$ cat config.mk
export PLATFORM = sky130hd
export DESIGN_NAME = gvns_ctrl
export DESIGN_NICKNAME = d
export VERILOG_FILES = /design/src/hw/rtl/gvns_pkg.sv /design/src/hw/rtl/gvns_ctrl.sv
export SDC_FILE = /design/constraint.sdc
export NUM_CORES = 1
export LEC_CHECK = 0
export ABC_AREA = 1
export BUFFER_PORTS_ARGS = -buffer_cell sky130_fd_sc_hd__buf_2
export CAP_MARGIN = 15
export CORE_MARGIN = 8
export CORE_UTILIZATION = 53
export DETAILED_ROUTE_END_ITERATION = 16
export GPL_TIMING_DRIVEN = 0
export HOLD_SLACK_MARGIN = 0.06
export PLACE_DENSITY_LB_ADDON = 0.15
export SETUP_SLACK_MARGIN = 0.15
export SLEW_MARGIN = 20
export SYNTH_ARGS = -nofsm -noshare
export SYNTH_HDL_FRONTEND = slang
export SYNTH_SLANG_ARGS = --single-unit
export TNS_END_PERCENT = 5
$ cat constraint.sdc
create_clock -name clk -period 2 [get_ports clk]
set_clock_uncertainty 0.05 [all_clocks]
set_input_delay 0.4 -clock clk [delete_from_list [all_inputs] [get_ports clk]]
set_output_delay 0.4 -clock clk [all_outputs]
set_load 0.01 [all_outputs]
$ cat src/hw/rtl/gvns_pkg.sv
// Package for the grid visit novelty scorer: sizes, codes and command/status types.
// No dependencies.
package gvns_pkg;
    localparam int MaxRows = 64;
    localparam int MaxCols = 64;
    localparam int RowW = $clog2(MaxRows);
    localparam int ColW = $clog2(MaxCols);
    localparam int AddrW = RowW + ColW;
    localparam int Depth = MaxRows * MaxCols;
    localparam int CntW = 32;
    localparam int DistW = 8;
    localparam int ProdW = CntW + DistW + 16;   // count * dist << 16
    localparam int RootW = ProdW / 2;
    localparam int SumW = RootW + AddrW;
    localparam int NovW = 18;
    localparam logic [NovW-1:0] NovMax = {NovW{1'b1}};

    localparam logic [1:0] KIND_SCORE  = 2'd0;
    localparam logic [1:0] KIND_RECORD = 2'd1;
    localparam logic [1:0] KIND_BOTH   = 2'd2;

    localparam logic CFG_ROWS = 1'b0;
    localparam logic CFG_COLS = 1'b1;

    typedef struct packed {
        logic clear_step;   // write zero at sweep address, advance
        logic load;         // latch input item
        logic scan_start;   // reset scan counters and sum
        logic div_start;    // begin sum / total
        logic rec_read;     // read cell for record
        logic rec_write;    // write incremented cell, bump total
        logic out_load;     // load result register
    } gvns_cmd_t;

    typedef struct packed {
        logic clear_done;
        logic scan_done;    // all cells issued and pipe drained
        logic div_done;
        logic hist_empty;
        logic do_score;
        logic do_record;
        logic kind_valid;
    } gvns_sts_t;
endpackage

$ cat src/hw/rtl/gvns_ctrl.sv
// Controller FSM: clearing sweep, scan, divide, record, output handshake.
// Depends on gvns_pkg.
module gvns_ctrl
    import gvns_pkg::*;
(
    input  logic      clk,
    input  logic      rst_n,
    input  logic      in_tvalid,
    output logic      in_tready,
    output logic      out_tvalid,
    input  logic      out_tready,
    output gvns_cmd_t cmd,
    input  gvns_sts_t sts
);
    typedef enum logic [8:0] {
        S_CLEAR = 9'b000000001,
        S_IDLE  = 9'b000000010,
        S_DEC   = 9'b000000100,
        S_SCAN  = 9'b000001000,
        S_DIV   = 9'b000010000,
        S_OUT   = 9'b000100000,
        S_RREAD = 9'b001000000,
        S_RWAIT = 9'b010000000,
        S_RWR   = 9'b100000000
    } state_t;

    state_t state_reg, state_next;
    logic   out_valid_reg, out_valid_next;
    logic   out_free;

    assign out_free = !out_valid_reg || out_tready;
    assign in_tready = (state_reg == S_IDLE);
    assign out_tvalid = out_valid_reg;

    always_comb
    begin
        state_next = state_reg;
        out_valid_next = out_valid_reg && !out_tready;
        cmd = '0;
        case (state_reg)
            S_CLEAR:
            begin
                if (sts.clear_done)
                begin
                    state_next = S_IDLE;
                end
                else
                begin
                    cmd.clear_step = 1'b1;
                end
            end
            S_IDLE:
            begin
                if (in_tvalid)
                begin
                    cmd.load = 1'b1;
                    state_next = S_DEC;
                end
            end
            S_DEC:
            begin
                if (sts.do_score && !sts.hist_empty)
                begin
                    cmd.scan_start = 1'b1;
                    state_next = S_SCAN;
                end
                else if (sts.do_score)
                begin
                    state_next = S_OUT;
                end
                else if (sts.kind_valid)
                begin
                    state_next = S_RREAD;
                end
                else
                begin
                    state_next = S_IDLE;
                end
            end
            S_SCAN:
            begin
                if (sts.scan_done)
                begin
                    cmd.div_start = 1'b1;
                    state_next = S_DIV;
                end
            end
            S_DIV:
            begin
                if (sts.div_done)
                begin
                    state_next = S_OUT;
                end
            end
            S_OUT:
            begin
                if (out_free)
                begin
                    cmd.out_load = 1'b1;
                    out_valid_next = 1'b1;
                    state_next = sts.do_record ? S_RREAD : S_IDLE;
                end
            end
            S_RREAD:
            begin
                cmd.rec_read = 1'b1;
                state_next = S_RWAIT;
            end
            S_RWAIT:
            begin
                // keep the read port on the record cell so the data holds
                cmd.rec_read = 1'b1;
                state_next = S_RWR;
            end
            S_RWR:
            begin
                cmd.rec_write = 1'b1;
                state_next = S_IDLE;
            end
            default:
            begin
                state_next = S_IDLE;
            end
        endcase
    end

    always_ff @(posedge clk or negedge rst_n)
    begin
        if (!rst_n)
        begin
            state_reg <= S_CLEAR;
            out_valid_reg <= 1'b0;
        end
        else
        begin
            state_reg <= state_next;
            out_valid_reg <= out_valid_next;
        end
    end

`ifndef SYNTHESIS
    a_ready_idle: assert property (@(posedge clk) disable iff (!rst_n)
        in_tready |-> !sts.clear_done || state_reg == S_IDLE)
        else $error("ready outside idle");
    a_no_overwrite: assert property (@(posedge clk) disable iff (!rst_n)
        (out_valid_reg && !out_tready) |-> !cmd.out_load)
        else $error("result overwritten");
    a_clear_first: assert property (@(posedge clk) disable iff (!rst_n)
        (state_reg == S_CLEAR) |-> !in_tready)
        else $error("accept during clear");
    a_div_after_scan: assert property (@(posedge clk) disable iff (!rst_n)
        cmd.div_start |-> sts.scan_done)
        else $error("divide before scan done");
`endif
endmodule

==> metrics.md, run 1 <==
| Metric | Value |
|---|---|
| Slew Limit Headroom | `0.847` |
| DRT antenna net count | `0` |
| Clock transition at path regs | `0.07 ns` |
| Slew Viols, Final | `0` |
| Port bufs | `19` |
| Vias per inst | `5.01` |
| FF+latch count, synth | `10` |
| Setup CP Type | `flop to output port` |
| Area contributors post-synth | `dfrtp_1, nor2_4, nand2_1, inv_1, nor2_1` |
| Die Area | `2770 um2` |
| PwrDens | `971 nW/um2` |
| Family with the most delay on the worst path | `simple AND/OR/NAND/NOR gates` |
| Cell Area, Synth | `709 um2` |
| Worst VDD drop | `665 uV` |
| Worst-path maximum fanout | `4` |
| Max cap viols | `0` |
| Period minus WS final | `1.88 ns` |
| Critical Path RT | `1.55 ns` |
| Die H | `52.6 um` |
| F_max | `533 MHz` |
| Antenna cell count | `0` |
| Worst min path class | `primary input to flop` |
| Leakage power | `0.515 nW` |
| Final Setup Violations | `0` |
| CTS sink cnt | `10` |
| Most frequent cells in the layout | `buf_2, inv_1, nand2_1` |
| Most used DFF post-synth | `dfrtp_1` |
| Fin area | `920 um2` |
| WP buf/inv | `1` |
| Global-route wire length before repair | `2.57 mm` |
| H-tree depth | `1` |
| Fraction of registers with async set/reset | `1.00` |
| Yosys warns | `0` |
| Initial Utilization | `0.559` |
| Setup TNS | `0 ns` |
| Vias after detailed routing | `681` |
| Most common cell after layout, fill and taps aside | `buf_2` |
| Largest register FFs | `9` |
| Share of cells above drive strength 1 | `0.446` |
| Total gr overflow | `0` |
| Register area share after synthesis | `0.354` |
| IO Count | `20` |
| Worst-path cell chain | `nor2_4, nand2_2, nor2_4, nand2_2, nor3_2, buf_2` |
| Syn Inst Count | `92` |
| 1st-pass router iterations | `4` |
| Syn_area_per_cell | `7.71 um2` |
| Total design power | `0.893 mW` |
| Root buffer cell | `clkbuf_4` |
| Gr usage total | `0.123` |
| GP Congestion | `0.831` |
| RSZ-0062 raised after global routing | `true` |
| DRT Wirelength | `1.54 mm` |
| Status | `finished, final reports clean` |
| TritonCTS clock tree | `yes` |
| Clock latency on the worst-skew pair | `0.27 ns` |
| Die width | `52.6 um` |
| Syn Nets | `103` |
| Slew @ Worst Pin | `0.228 ns` |
| Fin crit share | `0.938` |
| Yosys top cell area share | `0.317` |
| Initial antenna violation count | `0` |
| Worst path max stage delay | `0.41 ns` |
| Core Util, Final | `0.725` |
| WL/cell | `11.3 um` |
| Post-synth top area cell | `dfrtp_1` |
| Critical path endpoint category | `output port` |
| Iter 0 DRT Violations | `5` |
| Worst path slowest cell | `dfrtp_1` |
| Cell variety after synth | `22` |
| Number of core rows | `13` |
| Nets@finish | `133` |
| Number of buffers created by CTS | `3` |
| EDFF count, synth | `0` |
| Vias in the first global route | `641` |
| CP startpoint kind | `flop` |
| Placed cell area | `823 um2` |
| Max clock buf depth | `2` |
| Crit path DAT | `1.43 ns` |
| DRC | `0` |
| Synth-to-layout area growth | `29.6%` |
| HPWL after DPL | `1.20 mm` |
| Largest net degree at the start of global routing | `11` |
| Fin. Hold Viols | `0` |
| CORE AREA | `1270 um2` |
==> per-layer routing <==
layer  track usage  routed length (um)  vias up
met4        0.0776                  40        0
met2         0.194                 685       19
met5             0                   0        -
met3        0.0369                  81        4
li1              -                   -      349
met1         0.141                 732      309
==> Yosys cell counts (2+ instances only) <==
master and number:
nand3_2 3, nand3_4 2, nor3_1 4, dfrtp_1 9
nand3_1 4, a21oi_1 2, nor2_1 11, nand2_1 17
o21ai_0 2, nand2_2 4, inv_1 16, nor2_4 6
nor2_2 3
==> final cells by class <==
class | instances | area, um2
flip-flops and latches | 10 | 251
clock buffers | 4 | 36.3
repair buffers | 25 | 143
well taps | 15 | 18.8
fillers | 102 | 349
multi-input cells | 65 | 407
inverters | 17 | 63.8
==> worst paths after layout <==
check | start | endpoint | slack (ns) | depth (start not counted)
min in group asynchronous | rst_n | state_reg[4]$_DFFE_PN0P_ | 0.47 | 2
worst min register to register | out_tvalid$_DFF_PN0_ | out_tvalid$_DFF_PN0_ | 0.51 | 2
worst min-delay path | out_tready | out_tvalid$_DFF_PN0_ | 0.28 | 2
max in group asynchronous | rst_n | state_reg[0]$_DFFE_PN1P_ | 1.17 | 2
worst max-delay path | state_reg[6]$_DFFE_PN0P_ | cmd[4] | 0.12 | 6
worst max register to register | state_reg[6]$_DFFE_PN0P_ | state_reg[6]$_DFFE_PN0P_ | 0.52 | 8
==> report_power, final <==
group          total, mW  switching (mW)  internal (mW)  leakage [nW]
Clock              0.181          0.0706          0.111        0.0210
Sequential         0.264          0.0327          0.231         0.132
Combinational      0.448           0.271          0.178         0.362
==> metrics by stage <==
stage	hold WS (ns)	cells	setup slack, ns
3_3_place_gp	0.222	126	0.337
3_5_place_dp	0.226	126	0.329
2_1_floorplan	0.0544	92	0.502
4_1_cts	0.267	134	0.0823
5_1_grt	0.279	136	0.0187
6_report	0.280	136	0.124
==> what timing repair did <==
action,in CTS,in global routing
hold buffers,1,0
resized for setup,1,2
cloned,0,0
setup buffers,3,2
pin swaps,4,4
endpoints found under the hold margin,9,0
setup endpoints to repair,4,7
==> kinds of logic after synthesis <==
logic type	Yosys count	synth area share
buffers and inverters	17	0.0899
DFF	10	0.355
AOI/OAI and AO/OA	7	0.0617
and+or+nand+nor	58	0.494
No activity file was read; power rests on OpenSTA's default activity.
==> inputs of run 2 (changes only) <==
--- a/config.mk
+++ b/config.mk
@@ -14,6 +14,7 @@
 export GPL_TIMING_DRIVEN = 0
 export HOLD_SLACK_MARGIN = 0.06
 export PLACE_DENSITY_LB_ADDON = 0.15
+export RECOVER_POWER = 50
 export SETUP_SLACK_MARGIN = 0.15
 export SLEW_MARGIN = 20
 export SYNTH_ARGS = -nofsm -noshare
==> run 2 against run 1 <==
Effect of this change:
- cell area down 0.14%
- critical path depth unchanged
- core utilization down 0.099 points
- flip-flop and latch count unchanged
- non-clock buffer count unchanged
- clock power about the same
- worst hold slack about the same
- sequential share of layout area about the same
- register-to-register slack about the same
- global-route usage unchanged
- critical endpoint unchanged
==> metrics.md, run 2 (synthesis results as in run 1) <==
| Metric | Value |
|---|---|
| Reg2reg start | `state_reg[6]$_DFFE_PN0P_` |
| Vias after detailed routing | `680` |
| Initial antenna violation count | `0` |
| Number of core rows | `13` |
| WL/cell | `11.3 um` |
| Critical hold path startpoint | `out_tready` |
| Slew @ Worst Pin | `0.550 ns` |
| H-tree depth | `1` |
| Gr usage total | `0.123` |
| Slew Limit Headroom | `0.633` |
| Fin crit share | `0.937` |
| Port bufs | `19` |
| CP startpoint kind | `flop` |
| Status | `finished, final reports clean` |
| Reg2reg setup slack | `0.52 ns` |
| Core Util, Final | `0.724` |
| Critical path endpoint category | `output port` |
| Finished Layout Cells | `136` |
| Hold path cells | `2` |
| Placed insts | `126` |
| RSZ-0062 raised after global routing | `true` |
| HPWL after DPL | `1.20 mm` |
| Crit path DAT | `1.42 ns` |
| Setup TNS | `0 ns` |
| Critical Path RT | `1.55 ns` |
| Initial Utilization | `0.559` |
| Largest net degree at the start of global routing | `11` |
| Setup CP Type | `flop to output port` |
| Number of buffers created by CTS | `3` |
| Clock latency on the worst-skew pair | `0.27 ns` |
| F_max | `534 MHz` |
| Hold Path End | `out_tvalid$_DFF_PN0_` |
| Slew Viols, Final | `0` |
| Vias in the first global route | `641` |
| Worst R2R Path Depth | `8` |
| DRC | `0` |
| CTS sink cnt | `10` |
| Clock transition at path regs | `0.07 ns` |
| Die H | `52.6 um` |
| CORE AREA | `1270 um2` |
| Fin. Hold Viols | `0` |
| Share of cells above drive strength 1 | `0.438` |
| DRT antenna net count | `0` |
| 1st-pass router iterations | `4` |
| IO Count | `20` |
| Most common cell after layout, fill and taps aside | `buf_2` |
| Nets@finish | `133` |
| Synth-to-layout area growth | `29.5%` |
| Final Setup Violations | `0` |
| Largest register FFs | `9` |
| Die Area | `2770 um2` |
| Worst min path class | `primary input to flop` |
| Most frequent cells in the layout | `buf_2, inv_1, nand2_1` |
| PwrDens | `972 nW/um2` |
| Max clock buf depth | `2` |
| Global-route wire length before repair | `2.57 mm` |
| Total design power | `0.893 mW` |
| Worst-path maximum fanout | `4` |
| Total gr overflow | `0` |
| Worst VDD drop | `665 uV` |
| Vias per inst | `5.00` |
| Worst r2r dst | `state_reg[6]$_DFFE_PN0P_` |
| Max cap viols | `0` |
| Leakage power | `0.513 nW` |
| TritonCTS clock tree | `yes` |
| DRT Wirelength | `1.53 mm` |
| GP Congestion | `0.831` |
| Root buffer cell | `clkbuf_4` |
| Period minus WS final | `1.87 ns` |
| Hold WS | `0.280 ns` |
| Antenna cell count | `0` |
| Die width | `52.6 um` |
| Iter 0 DRT Violations | `5` |
[run 2: cell count changes in the layout (fill, tap and decap cells not counted)]
cell      previous run  this run
buf_2               19        18
clkbuf_1             0         1
[run 2: worst max path at each step]
stage	from	end	slack, ns
6_report	state_reg[6]$_DFFE_PN0P_	cmd[4]	0.13
5_1_grt	state_reg[6]$_DFFE_PN0P_	cmd[0]	0.02
4_1_cts	state_reg[7]$_DFFE_PN0P_	cmd[4]	0.08
3_5_place_dp	state_reg[4]$_DFFE_PN0P_	cmd[4]	0.33
3_3_place_gp	state_reg[6]$_DFFE_PN0P_	cmd[4]	0.34
2_1_floorplan	state_reg[6]$_DFFE_PN0P_	cmd[4]	0.50
[run 2: worst max-delay path, cell delays in order (launching register included)]
cell and delay (ns):
dfrtp_1 0.41, nor2_4 0.16, nand2_2 0.09, nor2_4 0.13, nand2_2 0.09, nor3_2 0.12
buf_2 0.15
[run 2: area by class of cell]
cell class,count,area [um2]
timing repair buffer,25,141
inverter,17,63.8
fill,103,350
multi-input combinational,65,407
clock buffer,4,36.3
sequential,10,251
tap,15,18.8
[run 2: timing repair]
action	4_1_cts	5_1_grt
cloned	0	0
pin swaps	4	4
hold buffers	1	0
buffers inserted	3	2
resized for setup	1	2
setup endpoints to repair	4	7
hold endpoints to repair	9	0
[run 2: per-stage QoR]
stage	instance area (um2)	setup WS (ns)
6_report	918	0.126
5_1_grt	918	0.0187
4_1_cts	895	0.0823
3_5_place_dp	823	0.329
3_3_place_gp	823	0.337
2_1_floorplan	709	0.502
[run 2: per-layer routing]
metal | wire length (um) | track usage | vias up
met3 | 100 | 0.0369 | 4
li1 | - | - | 346
met4 | 40 | 0.0776 | 0
met2 | 688 | 0.194 | 23
met1 | 704 | 0.141 | 307
met5 | 0 | 0 | -
[run 2: power breakdown]
group | total, mW | switching [mW] | internal, mW
Sequential | 0.264 | 0.0328 | 0.231
Combinational | 0.448 | 0.270 | 0.177
Clock | 0.181 | 0.0707 | 0.111
Total | 0.893 | 0.374 | 0.519
==> inputs of run 3 (changes only) <==
--- a/config.mk
+++ b/config.mk
@@ -13,7 +13,7 @@
 export DETAILED_ROUTE_END_ITERATION = 16
 export GPL_TIMING_DRIVEN = 0
 export HOLD_SLACK_MARGIN = 0.06
-export PLACE_DENSITY_LB_ADDON = 0.15
+export PLACE_DENSITY = 0.79
 export RECOVER_POWER = 50
 export SETUP_SLACK_MARGIN = 0.15
 export SLEW_MARGIN = 20
==> run 3 against run 2 <==
Effect of this change:
- flip-flop and latch count unchanged
- critical path depth decreased by 1
- cell count increased by 2.2%
- via count decreased by 1.2%
- clock power increased by 4%
- sequential power about the same
- clock-buffer cell count unchanged
- first-iteration DRC count increased by 100%
- die area unchanged
- highest routed layer unchanged
- wire length increased by 4.2%
==> metrics.md, run 3 (synthesis results as in run 1) <==
| Metric | Value |
|---|---|
| Antenna cell count | `0` |
| Internal Power | `0.564 mW` |
| Crit path DAT | `1.46 ns` |
| TritonCTS clock tree | `yes` |
| Vias per inst | `4.83` |
| Vias after detailed routing | `672` |
| Worst VDD drop | `599 uV` |
| Initial Utilization | `0.559` |
| Critical Path RT | `1.55 ns` |
| F_max | `524 MHz` |
| Max cap viols | `0` |
| Reg2reg start | `state_reg[6]$_DFFE_PN0P_` |
| DRC | `0` |
| Worst r2r dst | `state_reg[6]$_DFFE_PN0P_` |
| Worst R2R Path Depth | `8` |
| Hold Path End | `out_tvalid$_DFF_PN0_` |
| Setup TNS | `0 ns` |
| Initial antenna violation count | `0` |
| Clock latency on the worst-skew pair | `0.27 ns` |
| Clock power frac | `0.198` |
| GP Congestion | `0.854` |
| Setup CP Type | `flop to output port` |
| Most frequent cells in the layout | `buf_2, inv_1, nand2_1` |
| Reg2reg setup slack | `0.52 ns` |
| 1st-pass router iterations | `4` |
| H-tree depth | `1` |
| Switching share of power | `0.408` |
| Most common cell after layout, fill and taps aside | `buf_2` |
| Final Setup Violations | `0` |
| Pre-CTS WS | `0.345 ns` |
| RSZ-0062 raised after global routing | `true` |
| HPWL after DPL | `1.20 mm` |
| DRT Wirelength | `1.60 mm` |
| Fin crit share | `0.955` |
| CP startpoint kind | `flop` |
| Placed cell area | `823 um2` |
| Die width | `52.6 um` |
| Global-route wire length before repair | `2.59 mm` |
| Gr usage total | `0.123` |
| PwrDens | `1010 nW/um2` |
| Sequential power share | `0.277` |
| Critical hold path startpoint | `out_tready` |
| Final worst slack | `0.0901 ns` |
| Port bufs | `19` |
| Worst min path class | `primary input to flop` |
| Total gr overflow | `0` |
| # fillers | `109` |
| Number of buffers created by CTS | `3` |
| Iter 0 DRT Violations | `10` |
| Leakage power | `0.525 nW` |
| Slew Limit Headroom | `0.599` |
| Status | `finished, final reports clean` |
| Worst-path maximum fanout | `5` |
| Nets@finish | `136` |
| Sw power | `0.389 mW` |
| Hold WS | `0.266 ns` |
| Vias in the first global route | `671` |
| Fin. Hold Viols | `0` |
| Largest register FFs | `9` |
| Die Area | `2770 um2` |
| Gate power share | `0.526` |
| Clock transition at path regs | `0.07 ns` |
| Fin area | `945 um2` |
| DRT antenna net count | `0` |
| Slew @ Worst Pin | `0.602 ns` |
| WL/cell | `11.5 um` |
| Die H | `52.6 um` |
| Synth-to-layout area growth | `33.2%` |
| Hold path cells | `2` |
| Largest net degree at the start of global routing | `11` |
| Max clock buf depth | `2` |
| Share of cells above drive strength 1 | `0.476` |
| CORE AREA | `1270 um2` |
| Period minus WS final | `1.91 ns` |
| IO Count | `20` |
| CTS sink cnt | `10` |
| Number of core rows | `13` |
| Critical path endpoint category | `output port` |
| Slew Viols, Final | `0` |
| Root buffer cell | `clkbuf_4` |
-- run 3: cell count changes in the layout (fill, tap and decap cells not counted) --
cell,before,now
inv_1,16,15
nand3_2,3,4
nand3_1,4,3
inv_2,1,2
nand2_1,16,15
clkbuf_4,3,4
nor3_2,2,1
buf_4,5,7
nand2_2,5,6
dfrtp_1,9,8
dfrtp_2,0,1
nor3_1,3,4
-- run 3: worst max-delay path by stage --
stage,startpoint,endpoint,cells after the start
3_3_place_gp,state_reg[6]$_DFFE_PN0P_,cmd[4],6
5_1_grt,state_reg[1]$_DFFE_PN0P_,cmd[2],5
6_report,state_reg[1]$_DFFE_PN0P_,cmd[2],5
4_1_cts,state_reg[7]$_DFFE_PN0P_,cmd[4],6
2_1_floorplan,state_reg[6]$_DFFE_PN0P_,cmd[4],5
3_5_place_dp,state_reg[5]$_DFFE_PN0P_,cmd[4],6
-- run 3: routing by layer --
metal / wire (um) / part of all wire / global-route usage / vias to the layer above
met1: 753 / 0.47 / 0.141 / 300
met3: 75 / 0.047 / 0.0369 / 5
met5: 0 / 0 / 0 / -
li1: - / - / - / 351
met4: 31 / 0.019 / 0.0517 / 0
met2: 738 / 0.46 / 0.206 / 16
-- run 3: layout make-up --
| cell class | count | area, um2 | area share |
|---|---|---|---|
| Clock buffer | 4 | 36.3 | 0.0384 |
| Inverter | 17 | 63.8 | 0.0675 |
| Multi-Input combinational cell | 65 | 409 | 0.433 |
| Sequential cell | 10 | 253 | 0.268 |
| Tap cell | 15 | 18.8 | 0.0199 |
| Timing Repair Buffer | 28 | 164 | 0.174 |
-- run 3: critical path: stages (launching register included) --
cell and delay (ns):
dfrtp_1 0.43, nor2_4 0.21, nand3_4 0.13, buf_4 0.16, a21oi_2 0.11, buf_2 0.15
-- run 3: timing repair --
action	in CTS	in global routing
pin swaps	4	6
resized for setup	1	5
hold endpoints to repair	9	0
setup buffers	2	6
hold buffers	1	0
setup endpoints to repair	4	7
-- run 3: through the flow --
step	power [mW]	std cells	utilization
3_3_place_gp	0.650	126	0.649
3_5_place_dp	0.659	126	0.649
5_1_grt	1.02	139	0.745
6_report	0.953	139	0.745
2_1_floorplan	0.565	92	-
4_1_cts	0.860	133	0.699
-- run 3: power by group through the flow --
| stage | clock network [mW] | registers, mW | logic (mW) |
|---|---|---|---|
| 6_report | 0.188 | 0.263 | 0.501 |
| 5_1_grt | 0.199 | 0.267 | 0.552 |
| 4_1_cts | 0.189 | 0.263 | 0.408 |
| 3_5_place_dp | 0 | 0.267 | 0.391 |
| 3_3_place_gp | 0 | 0.266 | 0.384 |
| 2_1_floorplan | 0 | 0.265 | 0.300 |
